==> src/hdl/qpe_pkg.sv <==
`default_nettype none

package qpe_pkg;

  localparam int unsigned QueueDepth = 4;
  localparam int unsigned QueuePtrW  = $clog2(QueueDepth);
  localparam int unsigned QueueCntW  = $clog2(QueueDepth + 1);

  localparam logic [2:0] REG_MODE    = 3'd0;
  localparam logic [2:0] REG_MAX_LEN = 3'd1;
  localparam logic [2:0] REG_MASK_0  = 3'd2;
  localparam logic [2:0] REG_MASK_1  = 3'd3;
  localparam logic [2:0] REG_MASK_2  = 3'd4;
  localparam logic [2:0] REG_MASK_3  = 3'd5;

  localparam logic [1:0] MODE_CRLF   = 2'd0;
  localparam logic [1:0] MODE_LF     = 2'd1;
  localparam logic [1:0] MODE_MIXED  = 2'd2;
  localparam logic [1:0] MODE_BINARY = 2'd3;

  localparam logic [6:0] MAX_LEN_RESET = 7'd76;

  localparam logic [7:0] CHAR_TAB   = 8'd9;
  localparam logic [7:0] CHAR_LF    = 8'd10;
  localparam logic [7:0] CHAR_CR    = 8'd13;
  localparam logic [7:0] CHAR_SPACE = 8'd32;
  localparam logic [7:0] CHAR_BANG  = 8'd33;
  localparam logic [7:0] CHAR_EQ    = 8'd61;
  localparam logic [7:0] CHAR_TILDE = 8'd126;

  typedef enum logic [2:0] {
    CLS_PC,
    CLS_CC,
    CLS_WS,
    CLS_CR,
    CLS_LF
  } cls_e;

  typedef enum logic [2:0] {
    OP_NONE,
    OP_PRINT,
    OP_HEX,
    OP_HARD,
    OP_ERR
  } op_kind_e;

  typedef struct packed {
    logic       command;
    logic [7:0] data_byte;
  } in_t;

  typedef struct packed {
    logic [7:0] out_byte;
    logic       last;
    logic       error;
  } out_t;

  typedef struct packed {
    logic [1:0]   mode;
    logic [6:0]   max_len;
    logic [255:0] mask;
  } cfg_t;

  typedef struct packed {
    op_kind_e   kind;
    logic [7:0] data;
    logic       flush;
  } op_t;

  typedef struct packed {
    op_t op0;
    op_t op1;
  } entry_t;

  function automatic cls_e classify(input logic [7:0] b, input cfg_t cfg);
    cls_e c;
    if (b == CHAR_CR) begin
      c = (cfg.mode == MODE_CRLF || cfg.mode == MODE_MIXED) ? CLS_CR : CLS_CC;
    end else if (b == CHAR_LF) begin
      c = (cfg.mode == MODE_BINARY) ? CLS_CC : CLS_LF;
    end else begin
      if (b == CHAR_TAB || b == CHAR_SPACE) begin
        c = CLS_WS;
      end else if (b >= CHAR_BANG && b <= CHAR_TILDE && b != CHAR_EQ) begin
        c = CLS_PC;
      end else begin
        c = CLS_CC;
      end
      if (c != CLS_CC && cfg.mask[b]) begin
        c = CLS_CC;
      end
    end
    return c;
  endfunction

  function automatic logic [7:0] hex_char(input logic [3:0] n);
    return (n < 4'd10) ? (8'h30 + {4'h0, n}) : (8'h37 + {4'h0, n});
  endfunction

endpackage

`default_nettype wire

==> src/hdl/qpe_front.sv <==
`default_nettype none

module qpe_front (
  input  wire logic           clk_i,
  input  wire logic           rst_ni,
  input  wire qpe_pkg::cfg_t  cfg_i,
  input  wire qpe_pkg::in_t   in_i,
  input  wire logic           accept_i,
  output qpe_pkg::entry_t     ent_o,
  output logic                ent_vld_o
);

  logic [7:0]      held_q, held_d;
  logic            held_vld_q, held_vld_d;
  logic            done_q, done_d;
  logic            err_q, err_d;
  qpe_pkg::cls_e   cls;
  qpe_pkg::op_t    op_a, op_b, op_none;
  logic            consumed;

  assign op_none = '{kind: qpe_pkg::OP_NONE, data: 8'h00, flush: 1'b0};

  always_comb begin
    cls        = qpe_pkg::classify(in_i.data_byte, cfg_i);
    op_a       = op_none;
    op_b       = op_none;
    consumed   = 1'b0;
    held_d     = held_q;
    held_vld_d = held_vld_q;
    done_d     = done_q;
    err_d      = err_q;
    if (accept_i) begin
      if (err_q || done_q) begin
        err_d = 1'b1;
        op_a  = '{kind: qpe_pkg::OP_ERR, data: 8'h00, flush: 1'b0};
      end else if (in_i.command) begin
        done_d = 1'b1;
        if (held_vld_q) begin
          op_a       = '{kind: qpe_pkg::OP_HEX, data: held_q, flush: 1'b1};
          held_vld_d = 1'b0;
          held_d     = 8'h00;
        end
      end else begin
        if (held_vld_q) begin
          if (held_q == qpe_pkg::CHAR_CR) begin
            if (cls == qpe_pkg::CLS_LF) begin
              op_a     = '{kind: qpe_pkg::OP_HARD, data: 8'h00, flush: 1'b0};
              consumed = 1'b1;
            end else begin
              op_a = '{kind: qpe_pkg::OP_HEX, data: held_q, flush: 1'b0};
            end
          end else if (cls == qpe_pkg::CLS_LF || cls == qpe_pkg::CLS_CR) begin
            op_a = '{kind: qpe_pkg::OP_HEX, data: held_q, flush: 1'b0};
          end else begin
            op_a = '{kind: qpe_pkg::OP_PRINT, data: held_q, flush: 1'b0};
          end
          held_vld_d = 1'b0;
          held_d     = 8'h00;
        end
        if (!consumed) begin
          case (cls)
            qpe_pkg::CLS_PC: begin
              op_b = '{kind: qpe_pkg::OP_PRINT, data: in_i.data_byte, flush: 1'b0};
            end
            qpe_pkg::CLS_WS, qpe_pkg::CLS_CR: begin
              held_d     = in_i.data_byte;
              held_vld_d = 1'b1;
            end
            qpe_pkg::CLS_LF: begin
              if (cfg_i.mode == qpe_pkg::MODE_LF || cfg_i.mode == qpe_pkg::MODE_MIXED) begin
                op_b = '{kind: qpe_pkg::OP_HARD, data: 8'h00, flush: 1'b0};
              end else begin
                op_b = '{kind: qpe_pkg::OP_HEX, data: in_i.data_byte, flush: 1'b0};
              end
            end
            default: begin
              op_b = '{kind: qpe_pkg::OP_HEX, data: in_i.data_byte, flush: 1'b0};
            end
          endcase
        end
      end
    end
  end

  // first op always in slot 0
  always_comb begin
    if (op_a.kind != qpe_pkg::OP_NONE) begin
      ent_o.op0 = op_a;
      ent_o.op1 = op_b;
    end else begin
      ent_o.op0 = op_b;
      ent_o.op1 = op_none;
    end
    ent_vld_o = accept_i && (ent_o.op0.kind != qpe_pkg::OP_NONE);
  end

  always_ff @(posedge clk_i or negedge rst_ni) begin
    if (!rst_ni) begin
      held_q     <= 8'h00;
      held_vld_q <= 1'b0;
      done_q     <= 1'b0;
      err_q      <= 1'b0;
    end else begin
      held_q     <= held_d;
      held_vld_q <= held_vld_d;
      done_q     <= done_d;
      err_q      <= err_d;
    end
  end

endmodule

`default_nettype wire

==> src/hdl/qpe_queue.sv <==
`default_nettype none

module qpe_queue (
  input  wire logic             clk_i,
  input  wire logic             rst_ni,
  input  wire logic             wr_i,
  input  wire qpe_pkg::entry_t  wdata_i,
  input  wire logic             rd_i,
  output qpe_pkg::entry_t       rdata_o,
  output logic                  full_o,
  output logic                  empty_o
);

  qpe_pkg::entry_t                  mem_q [qpe_pkg::QueueDepth];
  logic [qpe_pkg::QueuePtrW-1:0]    wptr_q, rptr_q;
  logic [qpe_pkg::QueueCntW-1:0]    cnt_q;
  logic                             do_wr, do_rd;

  assign full_o  = (cnt_q == qpe_pkg::QueueCntW'(qpe_pkg::QueueDepth));
  assign empty_o = (cnt_q == '0);
  assign do_wr   = wr_i && !full_o;
  assign do_rd   = rd_i && !empty_o;
  assign rdata_o = mem_q[rptr_q];

  always_ff @(posedge clk_i) begin
    if (do_wr) begin
      mem_q[wptr_q] <= wdata_i;
    end
  end

  always_ff @(posedge clk_i or negedge rst_ni) begin
    if (!rst_ni) begin
      wptr_q <= '0;
      rptr_q <= '0;
      cnt_q  <= '0;
    end else begin
      if (do_wr) begin
        wptr_q <= wptr_q + 1'b1;
      end
      if (do_rd) begin
        rptr_q <= rptr_q + 1'b1;
      end
      if (do_wr && !do_rd) begin
        cnt_q <= cnt_q + 1'b1;
      end else if (do_rd && !do_wr) begin
        cnt_q <= cnt_q - 1'b1;
      end
    end
  end

endmodule

`default_nettype wire

==> src/hdl/qpe_back.sv <==
`default_nettype none

module qpe_back (
  input  wire logic             clk_i,
  input  wire logic             rst_ni,
  input  wire qpe_pkg::cfg_t    cfg_i,
  input  wire qpe_pkg::entry_t  head_i,
  input  wire logic             head_vld_i,
  output logic                  head_pop_o,
  input  wire logic             pop,
  output logic                  empty,
  output qpe_pkg::out_t         out_o
);

  logic          sel_q;
  logic [2:0]    step_q;
  logic          pre_q;
  logic [6:0]    col_q;
  logic          lws_q;
  qpe_pkg::out_t out_q;
  logic          out_vld_q;

  qpe_pkg::op_t  cur;
  logic          adv;
  logic          sb;
  logic          pre;
  logic [2:0]    len;
  logic [2:0]    j;
  logic          at_end;
  logic          op_final;
  logic [7:0]    byte_c;
  logic [6:0]    base;

  always_comb begin
    cur      = sel_q ? head_i.op1 : head_i.op0;
    adv      = head_vld_i && (!out_vld_q || pop);
    sb       = 1'b0;
    case (cur.kind)
      qpe_pkg::OP_PRINT: sb = ({1'b0, col_q} + 8'd1) >= {1'b0, cfg_i.max_len};
      qpe_pkg::OP_HEX:   sb = ({1'b0, col_q} + (cur.flush ? 8'd2 : 8'd3))
                              >= {1'b0, cfg_i.max_len};
      qpe_pkg::OP_HARD:  sb = lws_q;
      default:           sb = 1'b0;
    endcase
    pre = (step_q == 3'd0) ? sb : pre_q;
    case (cur.kind)
      qpe_pkg::OP_HEX:  len = 3'd3;
      qpe_pkg::OP_HARD: len = 3'd2;
      default:          len = 3'd1;
    endcase
    if (pre) begin
      len = len + 3'd3;
    end
    j        = pre ? (step_q - 3'd3) : step_q;
    at_end   = (step_q == len - 3'd1);
    op_final = sel_q || (head_i.op1.kind == qpe_pkg::OP_NONE);
    byte_c   = 8'h00;
    if (pre && step_q < 3'd3) begin
      case (step_q)
        3'd0:    byte_c = qpe_pkg::CHAR_EQ;
        3'd1:    byte_c = qpe_pkg::CHAR_CR;
        default: byte_c = qpe_pkg::CHAR_LF;
      endcase
    end else begin
      case (cur.kind)
        qpe_pkg::OP_PRINT: byte_c = cur.data;
        qpe_pkg::OP_HEX: begin
          case (j)
            3'd0:    byte_c = qpe_pkg::CHAR_EQ;
            3'd1:    byte_c = qpe_pkg::hex_char(cur.data[7:4]);
            default: byte_c = qpe_pkg::hex_char(cur.data[3:0]);
          endcase
        end
        qpe_pkg::OP_HARD: byte_c = (j == 3'd0) ? qpe_pkg::CHAR_CR : qpe_pkg::CHAR_LF;
        default:          byte_c = 8'h00;
      endcase
    end
    base       = (pre && cur.kind != qpe_pkg::OP_HARD) ? 7'd0 : col_q;
    head_pop_o = adv && at_end && op_final;
  end

  assign empty = !out_vld_q;
  assign out_o = out_q;

  always_ff @(posedge clk_i) begin
    if (adv) begin
      out_q.out_byte <= byte_c;
      out_q.last     <= at_end && op_final;
      out_q.error    <= (cur.kind == qpe_pkg::OP_ERR);
    end
  end

  always_ff @(posedge clk_i or negedge rst_ni) begin
    if (!rst_ni) begin
      sel_q     <= 1'b0;
      step_q    <= 3'd0;
      pre_q     <= 1'b0;
      col_q     <= 7'd0;
      lws_q     <= 1'b0;
      out_vld_q <= 1'b0;
    end else begin
      if (adv) begin
        out_vld_q <= 1'b1;
      end else if (pop) begin
        out_vld_q <= 1'b0;
      end
      if (adv) begin
        pre_q <= pre;
        if (at_end) begin
          step_q <= 3'd0;
          sel_q  <= !op_final;
          case (cur.kind)
            qpe_pkg::OP_PRINT: begin
              col_q <= base + 7'd1;
              lws_q <= (qpe_pkg::classify(cur.data, cfg_i) == qpe_pkg::CLS_WS);
            end
            qpe_pkg::OP_HEX: begin
              col_q <= base + 7'd3;
              lws_q <= 1'b0;
            end
            qpe_pkg::OP_HARD: begin
              col_q <= 7'd0;
              lws_q <= 1'b0;
            end
            default: begin
              col_q <= col_q;
            end
          endcase
        end else begin
          step_q <= step_q + 3'd1;
        end
      end
    end
  end

endmodule

`default_nettype wire

==> src/hdl/quoted_printable_encoder.sv <==
// channel   | handshake            | payload
// ----------+----------------------+--------------------------------------
// input     | push / full          | in_i  : command, data_byte
// result    | empty / pop          | out_o : out_byte, last, error
// config    | cfg_we_i, cfg_idx_i  | cfg_data_i (64 bits, low bits for mode/len)
//
// one result beat per cycle while ops are queued and pop keeps up; an item is
// accepted by the front and then yields 0 to 12 beats in the back end (1 per
// printable, 1 per error, 3 per escape, 2 per hard break, plus 3 per soft break),
// paced by the byte sequencer; a four-entry op queue lets the front take items while the back drains
// reset clears config to defaults and the encoder to start of line
// pop low holds the result register; push stalls only when the queue is full
`default_nettype none

module quoted_printable_encoder (
  input  wire logic         clk_i,
  input  wire logic         rst_ni,
  input  wire logic         push,
  output logic              full,
  input  wire qpe_pkg::in_t in_i,
  output logic              empty,
  input  wire logic         pop,
  output qpe_pkg::out_t     out_o,
  input  wire logic         cfg_we_i,
  input  wire logic [2:0]   cfg_idx_i,
  input  wire logic [63:0]  cfg_data_i
);

  qpe_pkg::cfg_t    cfg_q;
  qpe_pkg::entry_t  ent, head;
  logic             ent_vld;
  logic             head_pop;
  logic             q_empty;
  logic             accept;

  always_ff @(posedge clk_i or negedge rst_ni) begin
    if (!rst_ni) begin
      cfg_q.mode    <= qpe_pkg::MODE_CRLF;
      cfg_q.max_len <= qpe_pkg::MAX_LEN_RESET;
      cfg_q.mask    <= '0;
    end else if (cfg_we_i) begin
      case (cfg_idx_i)
        qpe_pkg::REG_MODE:    cfg_q.mode           <= cfg_data_i[1:0];
        qpe_pkg::REG_MAX_LEN: cfg_q.max_len        <= cfg_data_i[6:0];
        qpe_pkg::REG_MASK_0:  cfg_q.mask[63:0]     <= cfg_data_i;
        qpe_pkg::REG_MASK_1:  cfg_q.mask[127:64]   <= cfg_data_i;
        qpe_pkg::REG_MASK_2:  cfg_q.mask[191:128]  <= cfg_data_i;
        qpe_pkg::REG_MASK_3:  cfg_q.mask[255:192]  <= cfg_data_i;
        default:              cfg_q                <= cfg_q;
      endcase
    end
  end

  assign accept = push && !full;

  qpe_front u_front (
    .clk_i     (clk_i),
    .rst_ni    (rst_ni),
    .cfg_i     (cfg_q),
    .in_i      (in_i),
    .accept_i  (accept),
    .ent_o     (ent),
    .ent_vld_o (ent_vld)
  );

  qpe_queue u_queue (
    .clk_i   (clk_i),
    .rst_ni  (rst_ni),
    .wr_i    (ent_vld),
    .wdata_i (ent),
    .rd_i    (head_pop),
    .rdata_o (head),
    .full_o  (full),
    .empty_o (q_empty)
  );

  qpe_back u_back (
    .clk_i      (clk_i),
    .rst_ni     (rst_ni),
    .cfg_i      (cfg_q),
    .head_i     (head),
    .head_vld_i (!q_empty),
    .head_pop_o (head_pop),
    .pop        (pop),
    .empty      (empty),
    .out_o      (out_o)
  );

endmodule

`default_nettype wire

==> config.mk <==
export PLATFORM = sky130hd
export DESIGN_NAME = quoted_printable_encoder
export DESIGN_NICKNAME = d
export VERILOG_FILES = /design/src/hdl/qpe_pkg.sv /design/src/hdl/qpe_front.sv /design/src/hdl/qpe_queue.sv /design/src/hdl/qpe_back.sv /design/src/hdl/quoted_printable_encoder.sv
export SDC_FILE = /design/constraint.sdc
export NUM_CORES = 1
export LEC_CHECK = 0
export BUFFER_PORTS_ARGS = -buffer_cell sky130_fd_sc_hd__buf_2
export CORE_ASPECT_RATIO = 0.5
export CORE_UTILIZATION = 45
export CTS_CLUSTER_SIZE = 8
export DETAILED_ROUTE_END_ITERATION = 10
export MAX_ROUTING_LAYER = met4
export PLACE_DENSITY_LB_ADDON = 0.12
export SLEW_MARGIN = 20
export SYNTH_ARGS = -nofsm -noshare
export SYNTH_HDL_FRONTEND = slang
export SYNTH_SLANG_ARGS = --single-unit
==> constraint.sdc <==
create_clock -name clk_i -period 4.8 [get_ports clk_i]
set_input_delay 0.48 -clock clk_i [delete_from_list [all_inputs] [get_ports clk_i]]
set_output_delay 0.48 -clock clk_i [all_outputs]
set_load 0.03 [all_outputs]
==> results of run 1 <==
flip-flops by register name, summed over array words and instances (netlist names):
register / count
cfg_q: 265
u_back.col_q: 7
u_back.lws_q: 1
u_back.out_o: 10
u_back.out_vld_q: 1
u_back.pre_q: 1
u_back.sel_q: 1
u_back.step_q: 3
u_front.done_q: 1
u_front.err_q: 1
u_front.held_q: 8
u_front.held_vld_q: 1
u_queue.cnt_q: 3
u_queue.mem_q: 88
u_queue.rptr_q: 2
u_queue.wptr_q: 2
layer usage:
| metal | vias to the layer above | track usage | wire length [um] |
|---|---|---|---|
| met4 | 0 | 0.0528 | 947 |
| met2 | 319 | 0.359 | 22900 |
| met5 | - | - | 0 |
| met3 | 71 | 0.0469 | 2950 |
| met1 | 6670 | 0.341 | 24400 |
| li1 | 5751 | - | - |
worst max-delay path: cells and delay by family (launching register included):
family / cells / cell delay (ns)
compound gates: 7 / 1.23
fa+ha+maj: 5 / 1.23
mux: 2 / 0.78
simple gates: 3 / 0.57
flops: 1 / 0.38
xor+xnor: 1 / 0.16
buf+inv: 2 / 0.13
Yosys cell counts, types with 8 or more instances:
| library cell | n |
|---|---|
| o31ai_1 | 11 |
| mux4_2 | 73 |
| nand2b_1 | 15 |
| nor3_1 | 21 |
| mux2_2 | 260 |
| nand2_1 | 68 |
| a22oi_1 | 9 |
| dfrtp_1 | 294 |
| nor2_1 | 51 |
| inv_1 | 40 |
| mux2i_1 | 88 |
| clkbuf_1 | 58 |
| nand3_1 | 20 |
| xnor2_1 | 14 |
| o21ai_0 | 44 |
| a221oi_1 | 8 |
| edfxtp_1 | 98 |
| a22o_1 | 11 |
| o22ai_1 | 12 |
| nor2b_1 | 10 |
| buf_2 | 12 |
| and2_1 | 24 |
| a21o_1 | 8 |
| a31oi_1 | 9 |
| a21oi_1 | 19 |
| ha_1 | 35 |
path summary, 6_finish.rpt:
check                                    to  slack (ns)  depth (start not counted)
min reg2reg                   u_front.err_q        0.49                          1
min in group asynchronous   u_back.col_q[3]        0.53                          2
max in group asynchronous         cfg_q[87]        3.02                          3
min                               cfg_q[62]        0.18                          2
max reg2reg                u_queue.cnt_q[1]        0.21                         20
max                        u_queue.cnt_q[1]        0.21                         20
placed cells by master, fill, tap and decap left out, types with 8 or more instances in the layout:
cell type / n
buf_2: 90
nand2b_1: 15
a21o_1: 8
nand3_1: 18
nand2_1: 67
clkbuf_1: 19
ha_1: 34
inv_1: 39
edfxtp_1: 98
a221oi_1: 8
mux4_2: 73
and2_1: 24
buf_4: 59
o31ai_1: 11
a22o_1: 11
nor3_1: 19
a22oi_1: 9
mux2_2: 260
clkbuf_16: 55
buf_12: 9
o21ai_1: 8
mux2i_1: 86
o21ai_0: 43
o22ai_1: 12
nor2_1: 47
dfrtp_1: 294
nor2b_1: 10
a31oi_1: 9
xnor2_1: 14
a21oi_1: 17
cell families (layout without fill, tap and decap cells):
| family | Yosys count | count (layout) | share of synthesized area |
|---|---|---|---|
| AO/OA/AOI/OAI | 190 | 190 | 0.0683 |
| adder cells (fa/ha/maj) | 37 | 37 | 0.0243 |
| XOR/XNOR | 21 | 21 | 0.00933 |
| other | 0 | 4 | 0 |
| buffers and inverters | 122 | 281 | 0.0255 |
| AND/OR/NAND/NOR | 259 | 259 | 0.0676 |
| multiplexers | 423 | 423 | 0.278 |
| flip-flops | 395 | 395 | 0.527 |
per-stage QoR:
step           power (mW)  setup WS, ns  std cells  hold WS [ns]
2_1_floorplan        8.14        0.0197       1447         0.184
3_3_place_gp         9.73        0.0676       2096         0.460
3_5_place_dp         9.87       -0.0875       2096         0.469
4_1_cts              13.4        0.0114       2178         0.162
5_1_grt              14.2       -0.0197       2186         0.174
6_report             13.4         0.211       2187         0.185
final cells by class:
type                            count  area (um2)
Fill cell                        3551       19700
Sequential cell                   395       10400
Antenna cell                        4        10.0
Tap cell                          577         722
Inverter                           43         161
Multi-Input combinational cell    930        8960
Clock buffer                       74        1450
Timing Repair Buffer              160        1100
Clock inverter                      4        55.1
power by group:
| group | internal [mW] | switching [mW] | total, mW | leakage, nW |
|---|---|---|---|---|
| Combinational | 2.28 | 2.97 | 5.25 | 4.26 |
| Clock | 2.07 | 1.40 | 3.46 | 0.721 |
| Sequential | 4.30 | 0.437 | 4.73 | 4.52 |
| Total | 8.64 | 4.80 | 13.4 | 9.50 |
what timing repair did:
item,in CTS,in global routing
setup buffers,3,5
resized for setup,6,12
hold endpoints to repair,3,0
pin swaps,6,12
endpoints found under the setup margin,2,7
hold buffers,1,0
gates cloned,0,0
==> metrics.txt, run 1 <==
# IOs=93; Area growth syn-to-layout=15.8%; FF+latch count, synth=395; top-area cell type share of the netlist area=0.373; worst slew pin tran=1.08 ns; syn_nets=1565; Port Buf Inserts=92; DP Area=21200 um2; synth warn=0; vias in the first global route=13152; Leak Pwr=9.50 nW; initial antenna violation count=4; mapped cell area=19700 um2; Hold Path Class=input port to register; Core ar.=42600 um2; cell count after synthesis=1447; clock skew=0.0226 ns; Clock Pin Slew Worst Setup and Hold Paths=0.06 ns; final wirelength=51200 um; all-layer global routing usage=0.241; CTS Buf Count=55; initial core utilization=0.463; max-slew violations=0; worst slew margin relative to its limit=0.283; Most common cell on crit path=ha_1; post-synth top area cell=dfrtp_1; hpwl dp=35600 um; Mean Syn Cell Area=13.6 um2; reg2reg start=u_queue.rptr_q[0]; WL per Instance=23.4 um; worst-path fanout max=3; pwr dens=589 nW/um2; die area=44700 um2; largest net degree at the start of global routing=117; gr ovfl total=0; final hold violations=0; post-route cell area=22800 um2; crit path launch=u_queue.rptr_q[0]; root cell of the clock tree=clkbuf_16; CP Capture Type=register; slowest cell on the critical path=mux4_2; CP Cell Sequence=mux4_2 > nand2_2 > ha_1 > inv_2 > ha_4 > nor2_4 > xor2_1 > ha_1 > a41oi_2 > o21ai_1 > a31oi_1 > o211ai_1 > a21bo_2 > a211oi_2 > a32oi_2 > or3_1 > ha_1 > inv_1 > fa_1 > mux2_2; Async SR Flop Fraction=0.752; total number of vias=12811; global-route wire length before repair=79300 um; Synth area leaders=dfrtp_1 (37%), edfxtp_1 (15%), mux2_2 (15%); DR vias/cell=5.86; Tcrit/Tclk final=0.956; Critical Path AT=5.04 ns; final net count=1703; fmax=218 MHz; MaxCap Viol Count=0; Pre-antenna DRT Iters=5; Final Wtd Congestion=0.956; WP data required=5.25 ns; Post-synth top flop=dfrtp_1; Die H=150 um; Die X=298 um; Final ANT Viol Nets=0; Layout Utilization=0.536; Clock Path Buffers=3; Iter 0 DRT Violations=971; DRC violations left=0; layout cell share with drive strength beyond 1=0.370; final worst path period need=4.59 ns; setup TNS=0 ns; Distinct cells, synth=81; CTS tree=yes; H-tree depth=2; Seq/Total Area, Yosys=0.527; run status=completed; worst vdd ir=0.000363 V; FP Rows=53; kind of critical path=register to register; Post-synth EDFFs=98; Clock Latency Late Sink=0.58 ns; Clock Sinks=395; final setup fails=0; Worst setup SP type=register; HP Start=cfg_data_i[62]; CP peak stage delay=0.52 ns
No activity file was read; power rests on OpenSTA's default activity.
==> run 2: changes to the inputs <==
--- a/config.mk
+++ b/config.mk
@@ -5,14 +5,16 @@
 export SDC_FILE = /design/constraint.sdc
 export NUM_CORES = 1
 export LEC_CHECK = 0
+export ABC_AREA = 1
 export BUFFER_PORTS_ARGS = -buffer_cell sky130_fd_sc_hd__buf_2
+export CAP_MARGIN = 20
 export CORE_ASPECT_RATIO = 0.5
 export CORE_UTILIZATION = 45
 export CTS_CLUSTER_SIZE = 8
 export DETAILED_ROUTE_END_ITERATION = 10
 export MAX_ROUTING_LAYER = met4
 export PLACE_DENSITY_LB_ADDON = 0.12
-export SLEW_MARGIN = 20
+export SLEW_MARGIN = 40
 export SYNTH_ARGS = -nofsm -noshare
 export SYNTH_HDL_FRONTEND = slang
 export SYNTH_SLANG_ARGS = --single-unit
==> run 2 against run 1 <==
  * Register-to-register slack improved by 0.12 ns
  * Critical path depth increased by 7
  * Flip-flop and latch count unchanged
  * Critical endpoint unchanged
  * Sequential share of layout area decreased by 1.1 points
  * Final cell count increased by 54%
==> metrics.txt, run 2 <==
max reg flops=265 (unchanged); Pre-antenna DRT Iters=5 (unchanged); Post-synth top flop=dfrtp_1; Final ANT Viol Nets=0 (unchanged); Iter 0 DRT Violations=1685 (+74%); # fillers=4397 (+24%); Fin Hold WS=0.105 ns (-0.0792 ns); Worst setup SP type=register; clock skew=0.0189 ns (-0.00377 ns); WL per Instance=18.5 um (-21%); post-synth top area cell=dfrtp_1; Synth area leaders=dfrtp_1 (36%), nand2_1 (15%), edfxtp_1 (14%); Post-synth EDFFs=98 (unchanged); Die X=305 um (+2.3%); CTS tree=yes; gr ovfl total=0 (unchanged); mapped cell area=20600 um2 (+4.8%); initial antenna violation count=1 (-3); Seq/Total Area, Yosys=0.503 (-0.0239); Synth top cells by count=nand2_1 (809), o21ai_0 (384), dfrtp_1 (294); largest net degree at the start of global routing=100 (-15%); Leak Pwr=11.3 nW (+19%); RSZ-0062 raised after global routing=false; Top reg by flops=cfg_q; DRC violations left=0 (unchanged); CP peak stage delay=0.42 ns (-0.10 ns); MaxCap Viol Count=0 (unchanged); syn_nets=2787 (+78%); Die H=153 um (+2.3%); slowest cell on the critical path=dfrtp_1; CP Capture Type=register; Core ar.=45200 um2 (+6.2%); final setup fails=0 (unchanged); Clock Sinks=395 (unchanged); synth warn=0 (unchanged); Final Wtd Congestion=0.976 (+2.1%); Port Buf Inserts=92 (unchanged); FP Rows=55 (+3.8%); hpwl dp=41700 um (+17%); fmax=224 MHz (+2.7%); total number of vias=18181 (+42%); final worst path period need=4.47 ns (-0.120 ns); WP data required=5.26 ns (about the same); top-area cell type share of the netlist area=0.356 (-0.0169); Hold Path Class=input port to register; Clock Latency Late Sink=0.58 ns (about the same); final hold violations=0 (unchanged); Tcrit/Tclk final=0.931 (-0.0249); # IOs=93 (unchanged); commonest non-fill, non-tap cell in the layout=nand2_1; vias in the first global route=16867 (+28%); HP Start=pop; final net count=2866 (+68%); worst slew pin tran=0.812 ns (-0.264 ns); DR vias/cell=5.40 (-7.8%); worst slew margin relative to its limit=0.459 (+0.176); Clock Path Buffers=3 (unchanged); pwr dens=597 nW/um2 (+1.5%); global-route wire length before repair=98200 um (+24%); all-layer global routing usage=0.276 (+0.0356); CTS Buf Count=55 (unchanged); Async SR Flop Fraction=0.752 (unchanged); reg2reg start=u_queue.rptr_q[0]; kind of critical path=register to register; H-tree depth=2 (unchanged); root cell of the clock tree=clkbuf_16; layout cell share with drive strength beyond 1=0.0953 (-0.275); Clock Pin Slew Worst Setup and Hold Paths=0.06 ns (about the same); initial core utilization=0.457 (-0.00629); run status=completed; worst-path fanout max=9 (+6); setup TNS=0 ns (unchanged); crit path launch=u_queue.rptr_q[0]; cell count after synthesis=2669 (+84%); Distinct cells, synth=48 (-41%); final wirelength=62400 um (+22%); cell with the most instances after synthesis=nand2_1; worst vdd ir=0.000384 V (+5.6%); die area=46800 um2 (+4.7%); FF+latch count, synth=395 (unchanged); max-slew violations=0 (unchanged); Area growth syn-to-layout=13.3%; Mean Syn Cell Area=7.74 um2 (-43%); commonest cells after routing, fill and taps aside=nand2_1 (806), o21ai_0 (384), dfrtp_1 (294); Critical Path AT=4.93 ns (-0.11 ns)
## run 2: cell types whose count changed in the layout (fill, tap and decap cells not counted), moves of 151 or more
cell     before  now
mux2_2      260    1
nor2_1       47  261
inv_1        39  263
o21ai_0      43  384
nand2_1      67  806
nand3_1      18  169
## run 2: worst paths after layout
kind / depth (start not counted) / endpoint / slack (ns)
setup / recovery: 27 / u_queue.cnt_q[1] / 0.33
hold / removal: 2 / u_back.out_vld_q / 0.11
setup reg to reg: 27 / u_queue.cnt_q[1] / 0.33
hold reg to reg: 1 / u_front.err_q / 0.47
max in group asynchronous: 4 / cfg_q[25] / 3.13
min in group asynchronous: 2 / u_queue.wptr_q[1] / 0.41
## run 2: timing repair
| item | CTS | global route |
|---|---|---|
| gates resized for setup | 0 | 0 |
| endpoints found under the setup margin | 0 | 1 |
| hold buffers | 1 | 0 |
| setup buffers | 0 | 0 |
| hold endpoints to repair | 21 | 0 |
## run 2: cell families after synthesis
kind of cell,count (synthesis),synth area share
compound gates,520,0.134
xor+xnor,17,0.00721
fa+ha+maj,37,0.0232
buf+inv,405,0.0774
simple gates,1294,0.255
flops,395,0.503
mux,1,0.000545
## run 2: critical path, delay by kind of cell, from the launching register on
family / cells / cell delay [ns]
flip-flops: 1 / 0.42
AND/OR/NAND/NOR: 14 / 1.48
buffers and inverters: 3 / 0.25
adder cells (fa/ha/maj): 4 / 1.10
AO/OA/AOI/OAI: 4 / 0.65
multiplexers: 1 / 0.27
XOR/XNOR: 1 / 0.17
## run 2: area by class of cell
class	count	area (um2)	area share
tap	598	748	0.0320
sequential	395	10400	0.444
multi-input combinational	1869	8720	0.373
clock inverter	3	32.5	0.00139
clock buffer	75	1470	0.0629
antenna	1	2.50	0.000107
timing repair buffer	155	1020	0.0436
inverter	272	1020	0.0436
## run 2: through the flow
stage	cells	utilization	power, mW	area (um2)	setup slack, ns
6_report	3368	0.517	14.0	23400	0.331
5_1_grt	3368	0.517	14.8	23400	0.00892
4_1_cts	3366	0.517	13.9	23400	0.312
3_5_place_dp	3287	0.483	10.4	21800	0.341
3_3_place_gp	3287	0.483	10.3	21800	0.431
2_1_floorplan	2669	-	8.42	20600	0.0180
## run 2: report_power, final
part / internal, mW / switching, mW / total, mW
logic: 1.75 / 4.05 / 5.80
clock network: 2.09 / 1.43 / 3.53
registers: 4.20 / 0.450 / 4.65
## run 2: metal layers
metal,part of all wire,vias up,GRT usage
li1,-,8774,-
met1,0.47,8620,0.398
met2,0.43,677,0.412
met3,0.073,110,0.0422
met4,0.019,0,0.0582
met5,0,-,-
